### config.mk
export PLATFORM = sky130hd
export DESIGN_NAME = multichannel_pulse_counter
export DESIGN_NICKNAME = d
export VERILOG_FILES = /design/src/mpc_pkg.sv /design/src/multichannel_pulse_counter.sv
export SDC_FILE = /design/constraint.sdc
export NUM_CORES = 1
export LEC_CHECK = 0
export ABC_CLOCK_PERIOD_IN_PS = 10660
export BUFFER_PORTS_ARGS = -buffer_cell sky130_fd_sc_hd__buf_2
export CAP_MARGIN = 30
export CORE_ASPECT_RATIO = 0.5
export CORE_MARGIN = 4
export CORE_UTILIZATION = 55
export CTS_CLUSTER_DIAMETER = 40
export CTS_CLUSTER_SIZE = 40
export DETAILED_ROUTE_END_ITERATION = 7
export PLACE_DENSITY = 0.74
export SLEW_MARGIN = 20
export SYNTH_ARGS = -nofsm -noshare
export SYNTH_HDL_FRONTEND = slang
export SYNTH_SLANG_ARGS = --single-unit
### constraint.sdc
create_clock -name clk -period 10.66 [get_ports clk]
set_input_delay 3.198 -clock clk [delete_from_list [all_inputs] [get_ports clk]]
set_output_delay 3.198 -clock clk [all_outputs]
set_load 0.005 [all_outputs]
### src/mpc_pkg.sv
// Shared types and constants for the multichannel pulse counter.
// Used by the top level and the port checker; no dependencies.
package mpc_pkg;

  // Channel slots on the ports, and how many of them are served.
  localparam int NUM_CH   = 4;
  localparam int CHANNELS = 4;

  localparam int COUNT_W = 14;
  localparam int LOCK_W  = 10;
  localparam int STEP_W  = 7;
  localparam int TIME_W  = 32;

  localparam logic [COUNT_W-1:0] COUNT_LIMIT  = 14'd9999;
  localparam logic [LOCK_W-1:0]  LOCK_RESET   = 10'd10;
  localparam logic [STEP_W-1:0]  STEP_RESET   = 7'd1;

  // APB register file
  localparam int ADDR_W    = 5;
  localparam int DATA_W    = 32;
  localparam int REG_IDX_W = 3;

  localparam logic [REG_IDX_W-1:0] REG_LOCKOUT_CH0 = 3'd0;
  localparam logic [REG_IDX_W-1:0] REG_LOCKOUT_CH1 = 3'd1;
  localparam logic [REG_IDX_W-1:0] REG_LOCKOUT_CH2 = 3'd2;
  localparam logic [REG_IDX_W-1:0] REG_LOCKOUT_CH3 = 3'd3;
  localparam logic [REG_IDX_W-1:0] REG_STEP_CH0    = 3'd4;
  localparam logic [REG_IDX_W-1:0] REG_STEP_CH1    = 3'd5;
  localparam logic [REG_IDX_W-1:0] REG_STEP_CH2    = 3'd6;
  localparam logic [REG_IDX_W-1:0] REG_STEP_CH3    = 3'd7;

  // Item kinds
  localparam logic KIND_SAMPLE = 1'b0;
  localparam logic KIND_CLEAR  = 1'b1;

  typedef struct packed {
    logic              kind;
    logic [NUM_CH-1:0] levels;
    logic [TIME_W-1:0] now_ms;
    logic [1:0]        clear_channel;
  } item_t;

  typedef struct packed {
    logic [COUNT_W-1:0] count_ch0;
    logic [COUNT_W-1:0] count_ch1;
    logic [COUNT_W-1:0] count_ch2;
    logic [COUNT_W-1:0] count_ch3;
    logic [NUM_CH-1:0]  counted_mask;
  } result_t;

endpackage

### src/multichannel_pulse_counter.sv
// Multichannel pulse counter top level with its APB registers; depends on mpc_pkg.
// Result path: an item passes through the hold register, then the result register,
//   before result_valid rises.
// Throughput: one item per cycle, set by the combinational per-channel update
//   (32-bit elapsed subtract and compare, 15-bit add and saturate); stalls on result_ready.
// Reset (rst, synchronous, high): pipeline empty, state zero, lockouts 10 ms, steps 1.
module multichannel_pulse_counter (
  input  logic                       clk,
  input  logic                       rst,
  // sample / clear items
  input  logic                       item_valid,
  output logic                       item_ready,
  input  mpc_pkg::item_t             item,
  // results, one per item
  output logic                       result_valid,
  input  logic                       result_ready,
  output mpc_pkg::result_t           result,
  // APB configuration port
  input  logic                       psel,
  input  logic                       penable,
  input  logic                       pwrite,
  input  logic [mpc_pkg::ADDR_W-1:0] paddr,
  input  logic [mpc_pkg::DATA_W-1:0] pwdata,
  output logic [mpc_pkg::DATA_W-1:0] prdata,
  output logic                       pready
);

  // ---------------------------------------------------------------------------
  // Configuration registers
  // ---------------------------------------------------------------------------
  logic [mpc_pkg::LOCK_W-1:0] lockout [mpc_pkg::NUM_CH];
  logic [mpc_pkg::STEP_W-1:0] step    [mpc_pkg::NUM_CH];

  logic                          cfg_write;
  logic [mpc_pkg::REG_IDX_W-1:0] reg_idx;

  assign pready    = 1'b1;
  assign cfg_write = psel && penable && pwrite && pready;
  // word addressed: index sits above the byte offset
  assign reg_idx   = paddr[mpc_pkg::REG_IDX_W+1:2];

  always_ff @(posedge clk) begin
    if (rst) begin
      for (int n = 0; n < mpc_pkg::NUM_CH; n++) begin
        lockout[n] <= mpc_pkg::LOCK_RESET;
        step[n]    <= mpc_pkg::STEP_RESET;
      end
    end else if (cfg_write) begin
      case (reg_idx)
        mpc_pkg::REG_LOCKOUT_CH0: lockout[0] <= pwdata[mpc_pkg::LOCK_W-1:0];
        mpc_pkg::REG_LOCKOUT_CH1: lockout[1] <= pwdata[mpc_pkg::LOCK_W-1:0];
        mpc_pkg::REG_LOCKOUT_CH2: lockout[2] <= pwdata[mpc_pkg::LOCK_W-1:0];
        mpc_pkg::REG_LOCKOUT_CH3: lockout[3] <= pwdata[mpc_pkg::LOCK_W-1:0];
        mpc_pkg::REG_STEP_CH0:    step[0]    <= pwdata[mpc_pkg::STEP_W-1:0];
        mpc_pkg::REG_STEP_CH1:    step[1]    <= pwdata[mpc_pkg::STEP_W-1:0];
        mpc_pkg::REG_STEP_CH2:    step[2]    <= pwdata[mpc_pkg::STEP_W-1:0];
        mpc_pkg::REG_STEP_CH3:    step[3]    <= pwdata[mpc_pkg::STEP_W-1:0];
        default: ;
      endcase
    end
  end

  // read-back is combinational; APB samples it in the access phase
  always_comb begin
    prdata = '0;
    case (reg_idx)
      mpc_pkg::REG_LOCKOUT_CH0: prdata = mpc_pkg::DATA_W'(lockout[0]);
      mpc_pkg::REG_LOCKOUT_CH1: prdata = mpc_pkg::DATA_W'(lockout[1]);
      mpc_pkg::REG_LOCKOUT_CH2: prdata = mpc_pkg::DATA_W'(lockout[2]);
      mpc_pkg::REG_LOCKOUT_CH3: prdata = mpc_pkg::DATA_W'(lockout[3]);
      mpc_pkg::REG_STEP_CH0:    prdata = mpc_pkg::DATA_W'(step[0]);
      mpc_pkg::REG_STEP_CH1:    prdata = mpc_pkg::DATA_W'(step[1]);
      mpc_pkg::REG_STEP_CH2:    prdata = mpc_pkg::DATA_W'(step[2]);
      mpc_pkg::REG_STEP_CH3:    prdata = mpc_pkg::DATA_W'(step[3]);
      default:                  prdata = '0;
    endcase
  end

  // ---------------------------------------------------------------------------
  // Pipeline control: hold register -> result register
  // ---------------------------------------------------------------------------
  // The hold stage moves on whenever the result register is empty or its
  // contents are being transferred out, so a new item is taken every cycle
  // unless the output side stalls.
  mpc_pkg::item_t item_hold;
  logic           hold_valid;
  logic           advance;

  assign advance    = hold_valid && (!result_valid || result_ready);
  assign item_ready = !hold_valid || advance;

  always_ff @(posedge clk) begin
    if (rst) begin
      hold_valid <= 1'b0;
    end else if (item_ready) begin
      hold_valid <= item_valid;
    end
  end

  always_ff @(posedge clk) begin
    if (item_valid && item_ready) begin
      item_hold <= item;
    end
  end

  // ---------------------------------------------------------------------------
  // Channel state and per-item update
  // ---------------------------------------------------------------------------
  logic [mpc_pkg::NUM_CH-1:0]  prev_levels;
  logic [mpc_pkg::TIME_W-1:0]  last_time [mpc_pkg::NUM_CH];
  logic [mpc_pkg::COUNT_W-1:0] count     [mpc_pkg::NUM_CH];

  logic [mpc_pkg::NUM_CH-1:0]  prev_levels_next;
  logic [mpc_pkg::TIME_W-1:0]  last_time_next [mpc_pkg::NUM_CH];
  logic [mpc_pkg::COUNT_W-1:0] count_next     [mpc_pkg::NUM_CH];
  logic [mpc_pkg::NUM_CH-1:0]  mask;
  logic [mpc_pkg::TIME_W-1:0]  elapsed [mpc_pkg::NUM_CH];
  logic [mpc_pkg::COUNT_W:0]   sum     [mpc_pkg::NUM_CH];

  // Channels work independently: falling edge = high last sample, low now.
  // Elapsed time wraps mod 2^32, so a plain subtract gives the right gap.
  always_comb begin
    prev_levels_next = prev_levels;
    mask             = '0;
    for (int n = 0; n < mpc_pkg::NUM_CH; n++) begin
      last_time_next[n] = last_time[n];
      count_next[n]     = count[n];
      elapsed[n]        = item_hold.now_ms - last_time[n];
      sum[n]            = {1'b0, count[n]} + (mpc_pkg::COUNT_W+1)'(step[n]);
    end
    if (item_hold.kind == mpc_pkg::KIND_CLEAR) begin
      // clear leaves levels and edge times alone
      for (int n = 0; n < mpc_pkg::NUM_CH; n++) begin
        if (n < mpc_pkg::CHANNELS && item_hold.clear_channel == 2'(n)) begin
          count_next[n] = '0;
        end
      end
    end else begin
      for (int n = 0; n < mpc_pkg::NUM_CH; n++) begin
        if (n < mpc_pkg::CHANNELS && prev_levels[n] && !item_hold.levels[n] &&
            elapsed[n] >= mpc_pkg::TIME_W'(lockout[n])) begin
          mask[n]           = 1'b1;
          last_time_next[n] = item_hold.now_ms;
          if (sum[n] > (mpc_pkg::COUNT_W+1)'(mpc_pkg::COUNT_LIMIT)) begin
            count_next[n] = mpc_pkg::COUNT_LIMIT;
          end else begin
            count_next[n] = sum[n][mpc_pkg::COUNT_W-1:0];
          end
        end
        // unserved channels never record a level
        prev_levels_next[n] = (n < mpc_pkg::CHANNELS) ? item_hold.levels[n] : 1'b0;
      end
    end
  end

  always_ff @(posedge clk) begin
    if (rst) begin
      prev_levels <= '0;
      for (int n = 0; n < mpc_pkg::NUM_CH; n++) begin
        last_time[n] <= '0;
        count[n]     <= '0;
      end
    end else if (advance) begin
      prev_levels <= prev_levels_next;
      for (int n = 0; n < mpc_pkg::NUM_CH; n++) begin
        last_time[n] <= last_time_next[n];
        count[n]     <= count_next[n];
      end
    end
  end

  // ---------------------------------------------------------------------------
  // Result register
  // ---------------------------------------------------------------------------
  always_ff @(posedge clk) begin
    if (rst) begin
      result_valid <= 1'b0;
    end else if (advance) begin
      result_valid <= 1'b1;
    end else if (result_ready) begin
      result_valid <= 1'b0;
    end
  end

  always_ff @(posedge clk) begin
    if (advance) begin
      result.count_ch0    <= count_next[0];
      result.count_ch1    <= count_next[1];
      result.count_ch2    <= count_next[2];
      result.count_ch3    <= count_next[3];
      result.counted_mask <= mask;
    end
  end

endmodule

Word-level counts from Yosys, hierarchy flattened
Memories as Yosys holds them, arrays and structs flattened.
Cells that the tools add are included.
Widths: inputs -> output; s select.
{"block": "totals", "reg_bits": 105, "mem_bits_rw": 252, "input_bits": 83, "out_inout_bits": 95, "elab_cells": 161, "n_memories": 4}
{"name": "last_time", "depth": 4, "word_bits": 32, "read_ports": 4, "rd_ports_with_merged_regs": 0, "write_ports": 4, "line_no": "multichannel_pulse_counter.sv:110", "text": "logic [mpc_pkg::TIME_W-1:0] last_time [mpc_pkg::NUM_CH];"}
{"name": "count", "depth": 4, "word_bits": 14, "read_ports": 4, "rd_ports_with_merged_regs": 0, "write_ports": 4, "line_no": "multichannel_pulse_counter.sv:111", "text": "logic [mpc_pkg::COUNT_W-1:0] count [mpc_pkg::NUM_CH];"}
{"name": "lockout", "depth": 4, "word_bits": 10, "read_ports": 4, "rd_ports_with_merged_regs": 0, "write_ports": 4, "line_no": "multichannel_pulse_counter.sv:31", "text": "logic [mpc_pkg::LOCK_W-1:0] lockout [mpc_pkg::NUM_CH];"}
{"name": "step", "depth": 4, "word_bits": 7, "read_ports": 4, "rd_ports_with_merged_regs": 0, "write_ports": 4, "line_no": "multichannel_pulse_counter.sv:32", "text": "logic [mpc_pkg::STEP_W-1:0] step [mpc_pkg::NUM_CH];"}
{"block": "classes", "n_addsub": 8, "order_cmp": 8, "n_eq_ne": 10, "mux": 78, "bitwise_logic": 17, "reduce_logical": 24}
{"op": "$mux 32", "count": 8}
{"op": "$pmux 32 s8", "count": 1}
{"op": "$mux 14", "count": 16}
{"op": "$ge 32x10->1", "count": 4}
{"op": "$mux 128", "count": 1}
{"op": "$sub 32x32->32", "count": 4}
{"op": "$add 14x7->15", "count": 4}
{"op": "$gt 15x14->1 const B", "count": 4}
{"op": "$mux 56", "count": 1}
{"op": "$mux 1", "count": 43}
{"op": "$mux 10", "count": 4}
{"op": "$mux 7", "count": 4}
{"op": "$or 1x1->1", "count": 16}
{"op": "$eq 3x3->1 const B", "count": 4}
{"op": "$logic_and 1x1->1", "count": 12}
{"op": "$eq 3x2->1 const B", "count": 2}
{"op": "$logic_not 1->1", "count": 6}
{"op": "$eq 2x2->1 const B", "count": 2}
{"op": "$eq 3x1->1 const B", "count": 1}
{"op": "$logic_not 3->1", "count": 1}
{"op": "$eq 2x1->1 const B", "count": 1}
{"op": "$logic_not 2->1", "count": 1}
{"op": "$logic_or 1x1->1", "count": 2}
{"op": "$reduce_and 2->1", "count": 1}
{"op": "other kinds (2)", "count": 2}

Logic depth before layout (Yosys ltp)
{"block": "depth", "depth_word": 7, "ltp_mapped": 23}

Worst setup path after synthesis
OpenSTA, ideal clock, no wires.
{"block": "synth_timing", "path_kind": "in2out", "from": "in paddr[3] (netlist bit)", "to": "out prdata[6] (netlist bit)", "arrival_time_ns": 4.486, "path_slack_ns": 2.976, "stages": 6, "path_cell_list": "clkbuf_1 buf_1 mux2i_1 o21ai_0 a221oi_1 nor2_1"}
{"block": "synth_via", "elab_chain_len": 2, "elab_cells_between_ends": 9, "classes_between": "7 x eq/ne; 1 x mux; 1 x reduce/logical"}
{"item": "start, declared", "line_no": "multichannel_pulse_counter.sv:22", "text": "input logic [mpc_pkg::ADDR_W-1:0] paddr,"}
{"item": "$eq 3x3->1 (tied with other cells)", "line_no": "multichannel_pulse_counter.sv:66", "text": "case (reg_idx)"}
{"item": "$pmux 32 s8 (*)", "line_no": "multichannel_pulse_counter.sv:66"}
{"item": "end, declared", "line_no": "multichannel_pulse_counter.sv:24", "text": "output logic [mpc_pkg::DATA_W-1:0] prdata,"}
Mark *: on every way between the ends. The rest lies on a longest branch, timed or not. The select of a mux whose other input is x is not followed.

Worst setup path in the final report
{"block": "layout_timing", "from": "in paddr[2] (netlist bit)", "to": "out prdata[2] (netlist bit)"}
Same word-level chain as after synthesis.

==> run_results.csv <==
group,metric,value,unit
layout,seq_area,0.0107,mm²
layout,antennaDiodeCount,0,
logic_synthesis,yosys_most_used_dff,"edfxtp_1",
timing,fin_crit_sh,76.6,%
detailed_routing,dr.first_iter.drc_count,2393,
floorplan,initial_core_util,56.0,%
logic_synthesis,synthTopCellsByArea,"edfxtp_1, ha_1, a21oi_1",
timing,fin_tns_setup,0,ps
worst_setup_path,rrSetupSlack,4440,ps
pwr,vdd_ir_drop_max,0.000134,V
worst_setup_path,cp_data_required_time,7460,ps
clock_tree,cts_tree,"yes",
timing,worst_hold_slack,485,ps
logic_synthesis,synth_top_area_share,40.0,%
timing,relSlewSlack,34.2,%
layout,final_util,61.2,%
logic_synthesis,ys_seq_elements,357,
worst_setup_path,cp_max_fo,27,
clock_tree,cts_hold_buf,0,
outcome,outcome,"finished, final reports clean",
floorplan,die_h,163,µm
floorplan,top_level_ports,178,
timing,clock.fmax,122,MHz
timing,finClkSkew,45.6,ps
worst_hold_path,min_path_type,"reg -> reg",
timing,worst_slew_pin_slew,976,ps
logic_synthesis,netlist_area,0.0264,mm²
global_routing,grtUsageTotal,27.8,%
floorplan,dieArea,0.0517,mm²
global_routing,grt_pass1_vias,20785,
layout,syn2layout_area_growth,9.34,%
logic_synthesis,ys_types,101,
worst_setup_path,end_kind,"output pin",
timing,rsz0062_at_grt,"false",
layout,fillers,3960,
global_routing,grt-ovfl-total,0,
clock_tree,cts_htree_levels,2,
clock_tree,path_clk_slew,80,ps
worst_hold_path,hold_start,"prev_levels[2]",
clock_tree,cts_sinks,357,
detailed_routing,first_pass_iters,6,
worst_setup_path,r2r-end,"count[0][9]",
layout,multiInputGateArea,0.0143,mm²
logic_synthesis,postSynthAreaPerCell,9.40,µm²
detailed_routing,vias_per_cell,6.25,
clock_tree,clk_latency,580,ps
logic_synthesis,yosysWarningCount,0,
logic_synthesis,yosysSeqAreaShare,40.5,%
placement,dpl.hpwl,56.0,mm
layout,fin_nets,3169,
global_routing,grt_antenna_before_repair,0,
logic_synthesis,ys_async_sr_fraction,0,%
logic_synthesis,yosysTopAreaCell,"edfxtp_1",
timing,finalMaxSlewViolations,0,
floorplan,core,0.0471,mm²
logic_synthesis,synthCells,2802,
global_routing,grt_max_degree,70,
worst_setup_path,cp_data_arrival_time,4970,ps
floorplan,die_x,318,µm
worst_hold_path,holdPathStages,2,
clock_tree,root_buffer,"clkbuf_16",
timing,timing.final.hold_violations,0,
worst_setup_path,start_kind,"primary input",
detailed_routing,ant_nets,0,
clock_tree,cts_setup_buffers,0,
timing,fin_crit,8170,ps
placement,port_buffers,130,
worst_setup_path,r2r_start,"item_hold[3]",
timing,setup_viol,0,
pwr,p_per_area,141,mW/mm²
pwr,p_leak,11.6,nW
detailed_routing,routedWlPerCell,20.9,µm
global_routing,grt_pass1_wl,115,mm
job,cap_violations,0,
detailed_routing,vias,22193,
layout,drive_gt1_share,10.1,%
detailed_routing,drcViolationCount,0,
placement,gp_congestion,0.966,
worst_setup_path,r2r_cells,18,
floorplan,fp-row-count,56,
clock_tree,cts_made_buffers,37,
detailed_routing,wirelength,74.4,mm
worst_hold_path,hold_end,"prev_levels[2]",
clock_tree,cts_resized,0,
clock_tree,cts_buffer_depth,3,
logic_synthesis,synth_edf_count,351,
worst_setup_path,critPathKind,"in -> out",
==> per-layer routing <==
layer	part of all wire, %	up-vias	global-route usage (%)	wire [µm]
li1	-	10582	-	-
met3	8.9	154	6.62	6630
met2	44	919	43.4	32700
met5	0	-	0	0
met1	44	10538	38.5	32500
met4	3.4	0	9.37	2560
==> report_power, final <==
| group | leakage (nW) | total (W) | internal, W | switching (W) |
|---|---|---|---|---|
| combinational | 7.40 | 0.000930 | 0.000354 | 0.000576 |
| clock | 0.651 | 0.00144 | 0.000750 | 0.000691 |
| sequential | 3.58 | 0.00169 | 0.00162 | 0.0000665 |
==> kinds of logic after synthesis <==
logic type                 Yosys count  synth area share [%]
adders and majority gates          200                  9.72
DFF                                357                  40.5
xor gates and xnor gates            79                  2.63
muxes                               52                  2.20
and+or+nand+nor                    967                  18.9
AOI/OAI and AO/OA                  791                  20.5
buffers and inverters              354                  5.57
other                                2                0.0285
==> per-stage QoR <==
step                      instance area, µm²  worst slack (ps)  std cells  total power [W]
after detailed placement               27400              2510       3478          0.00262
after global placement                 27400              2520       3477          0.00261
after CTS                              28800              2540       3545          0.00406
after global routing                   28800              2350       3552          0.00425
final                                  28800              2490       3552          0.00406
after floorplan                        26400              2980       2823          0.00237
==> placed cells by master (no fill, tap or decap), types with 15 or more instances in the layout <==
cell type    n
a211oi_1    40
a21o_1      54
a21oi_1    198
a31oi_1     15
and2_1     155
and3_1      22
buf_2      137
buf_4       19
clkbuf_16   37
conb_1      23
edfxtp_1   351
ha_1       192
inv_1      217
mux2i_1     40
nand2_1    217
nand2b_1    34
nand3_1     64
nand4_1     52
nor2_1     204
nor2b_1     26
nor3_1      53
nor4_1      24
o211ai_1    29
o21a_1      46
o21ai_0    138
o21ai_1     16
o21bai_1    16
o22ai_1     21
or2_2       15
or3_1       38
xnor2_1     49
xor2_1      30
==> area by class of cell <==
class / count / share of cell area [%]
timing repair buffer: 157 / 2.89
inverter: 221 / 2.88
tap: 638 / 2.77
sequential: 357 / 37.0
clock buffer: 37 / 3.21
multi-input combinational: 2112 / 49.8
clock inverter: 30 / 1.49
==> worst max path at each step <==
| stage | startpoint | endpoint | cells after the start |
|---|---|---|---|
| after floorplan | paddr[3] | prdata[6] | 6 |
| after global placement | paddr[2] | prdata[2] | 7 |
| after detailed placement | paddr[2] | prdata[2] | 7 |
| after CTS | paddr[2] | prdata[2] | 7 |
| after global routing | paddr[2] | prdata[1] | 7 |
| final | paddr[2] | prdata[2] | 7 |
==> state kept, by name (all words and copies together), names as in the netlist <==
| register | flops |
|---|---|
| last_time | 128 |
| result | 60 |
| count | 56 |
| lockout | 40 |
| item_hold | 39 |
| step | 28 |
| prev_levels | 4 |
| hold_valid | 1 |
| result_valid | 1 |
==> Yosys cell counts, drive strengths merged (10+ instances only) <==
library cell	count
o2111ai	11
and3	22
or4	11
nor3	54
or2	21
or3	38
nor2b	27
a211o	10
o21ai	157
a21o	54
clkbuf	89
a211oi	40
inv	219
a32o	13
mux2i	40
xor2	30
a21oi	202
a221oi	16
nand4	52
o21bai	16
o211a	13
o22ai	21
a311oi	11
a31oi	15
nand2	219
o21a	46
o31ai	15
a22o	13
edfxtp	351
buf	44
and2	156
nor4	26
xnor2	49
nand2b	34
nor2	208
nand3	64
o211ai	29
ha	192
==> worst max-delay path, cell delays in order <==
cell,delay [ps]
buf_2,450
clkinv_1,410
nor2_1,270
a22oi_1,120
a21oi_1,190
o22a_1,190
buf_2,120
No activity file was read; power rests on OpenSTA's default activity.
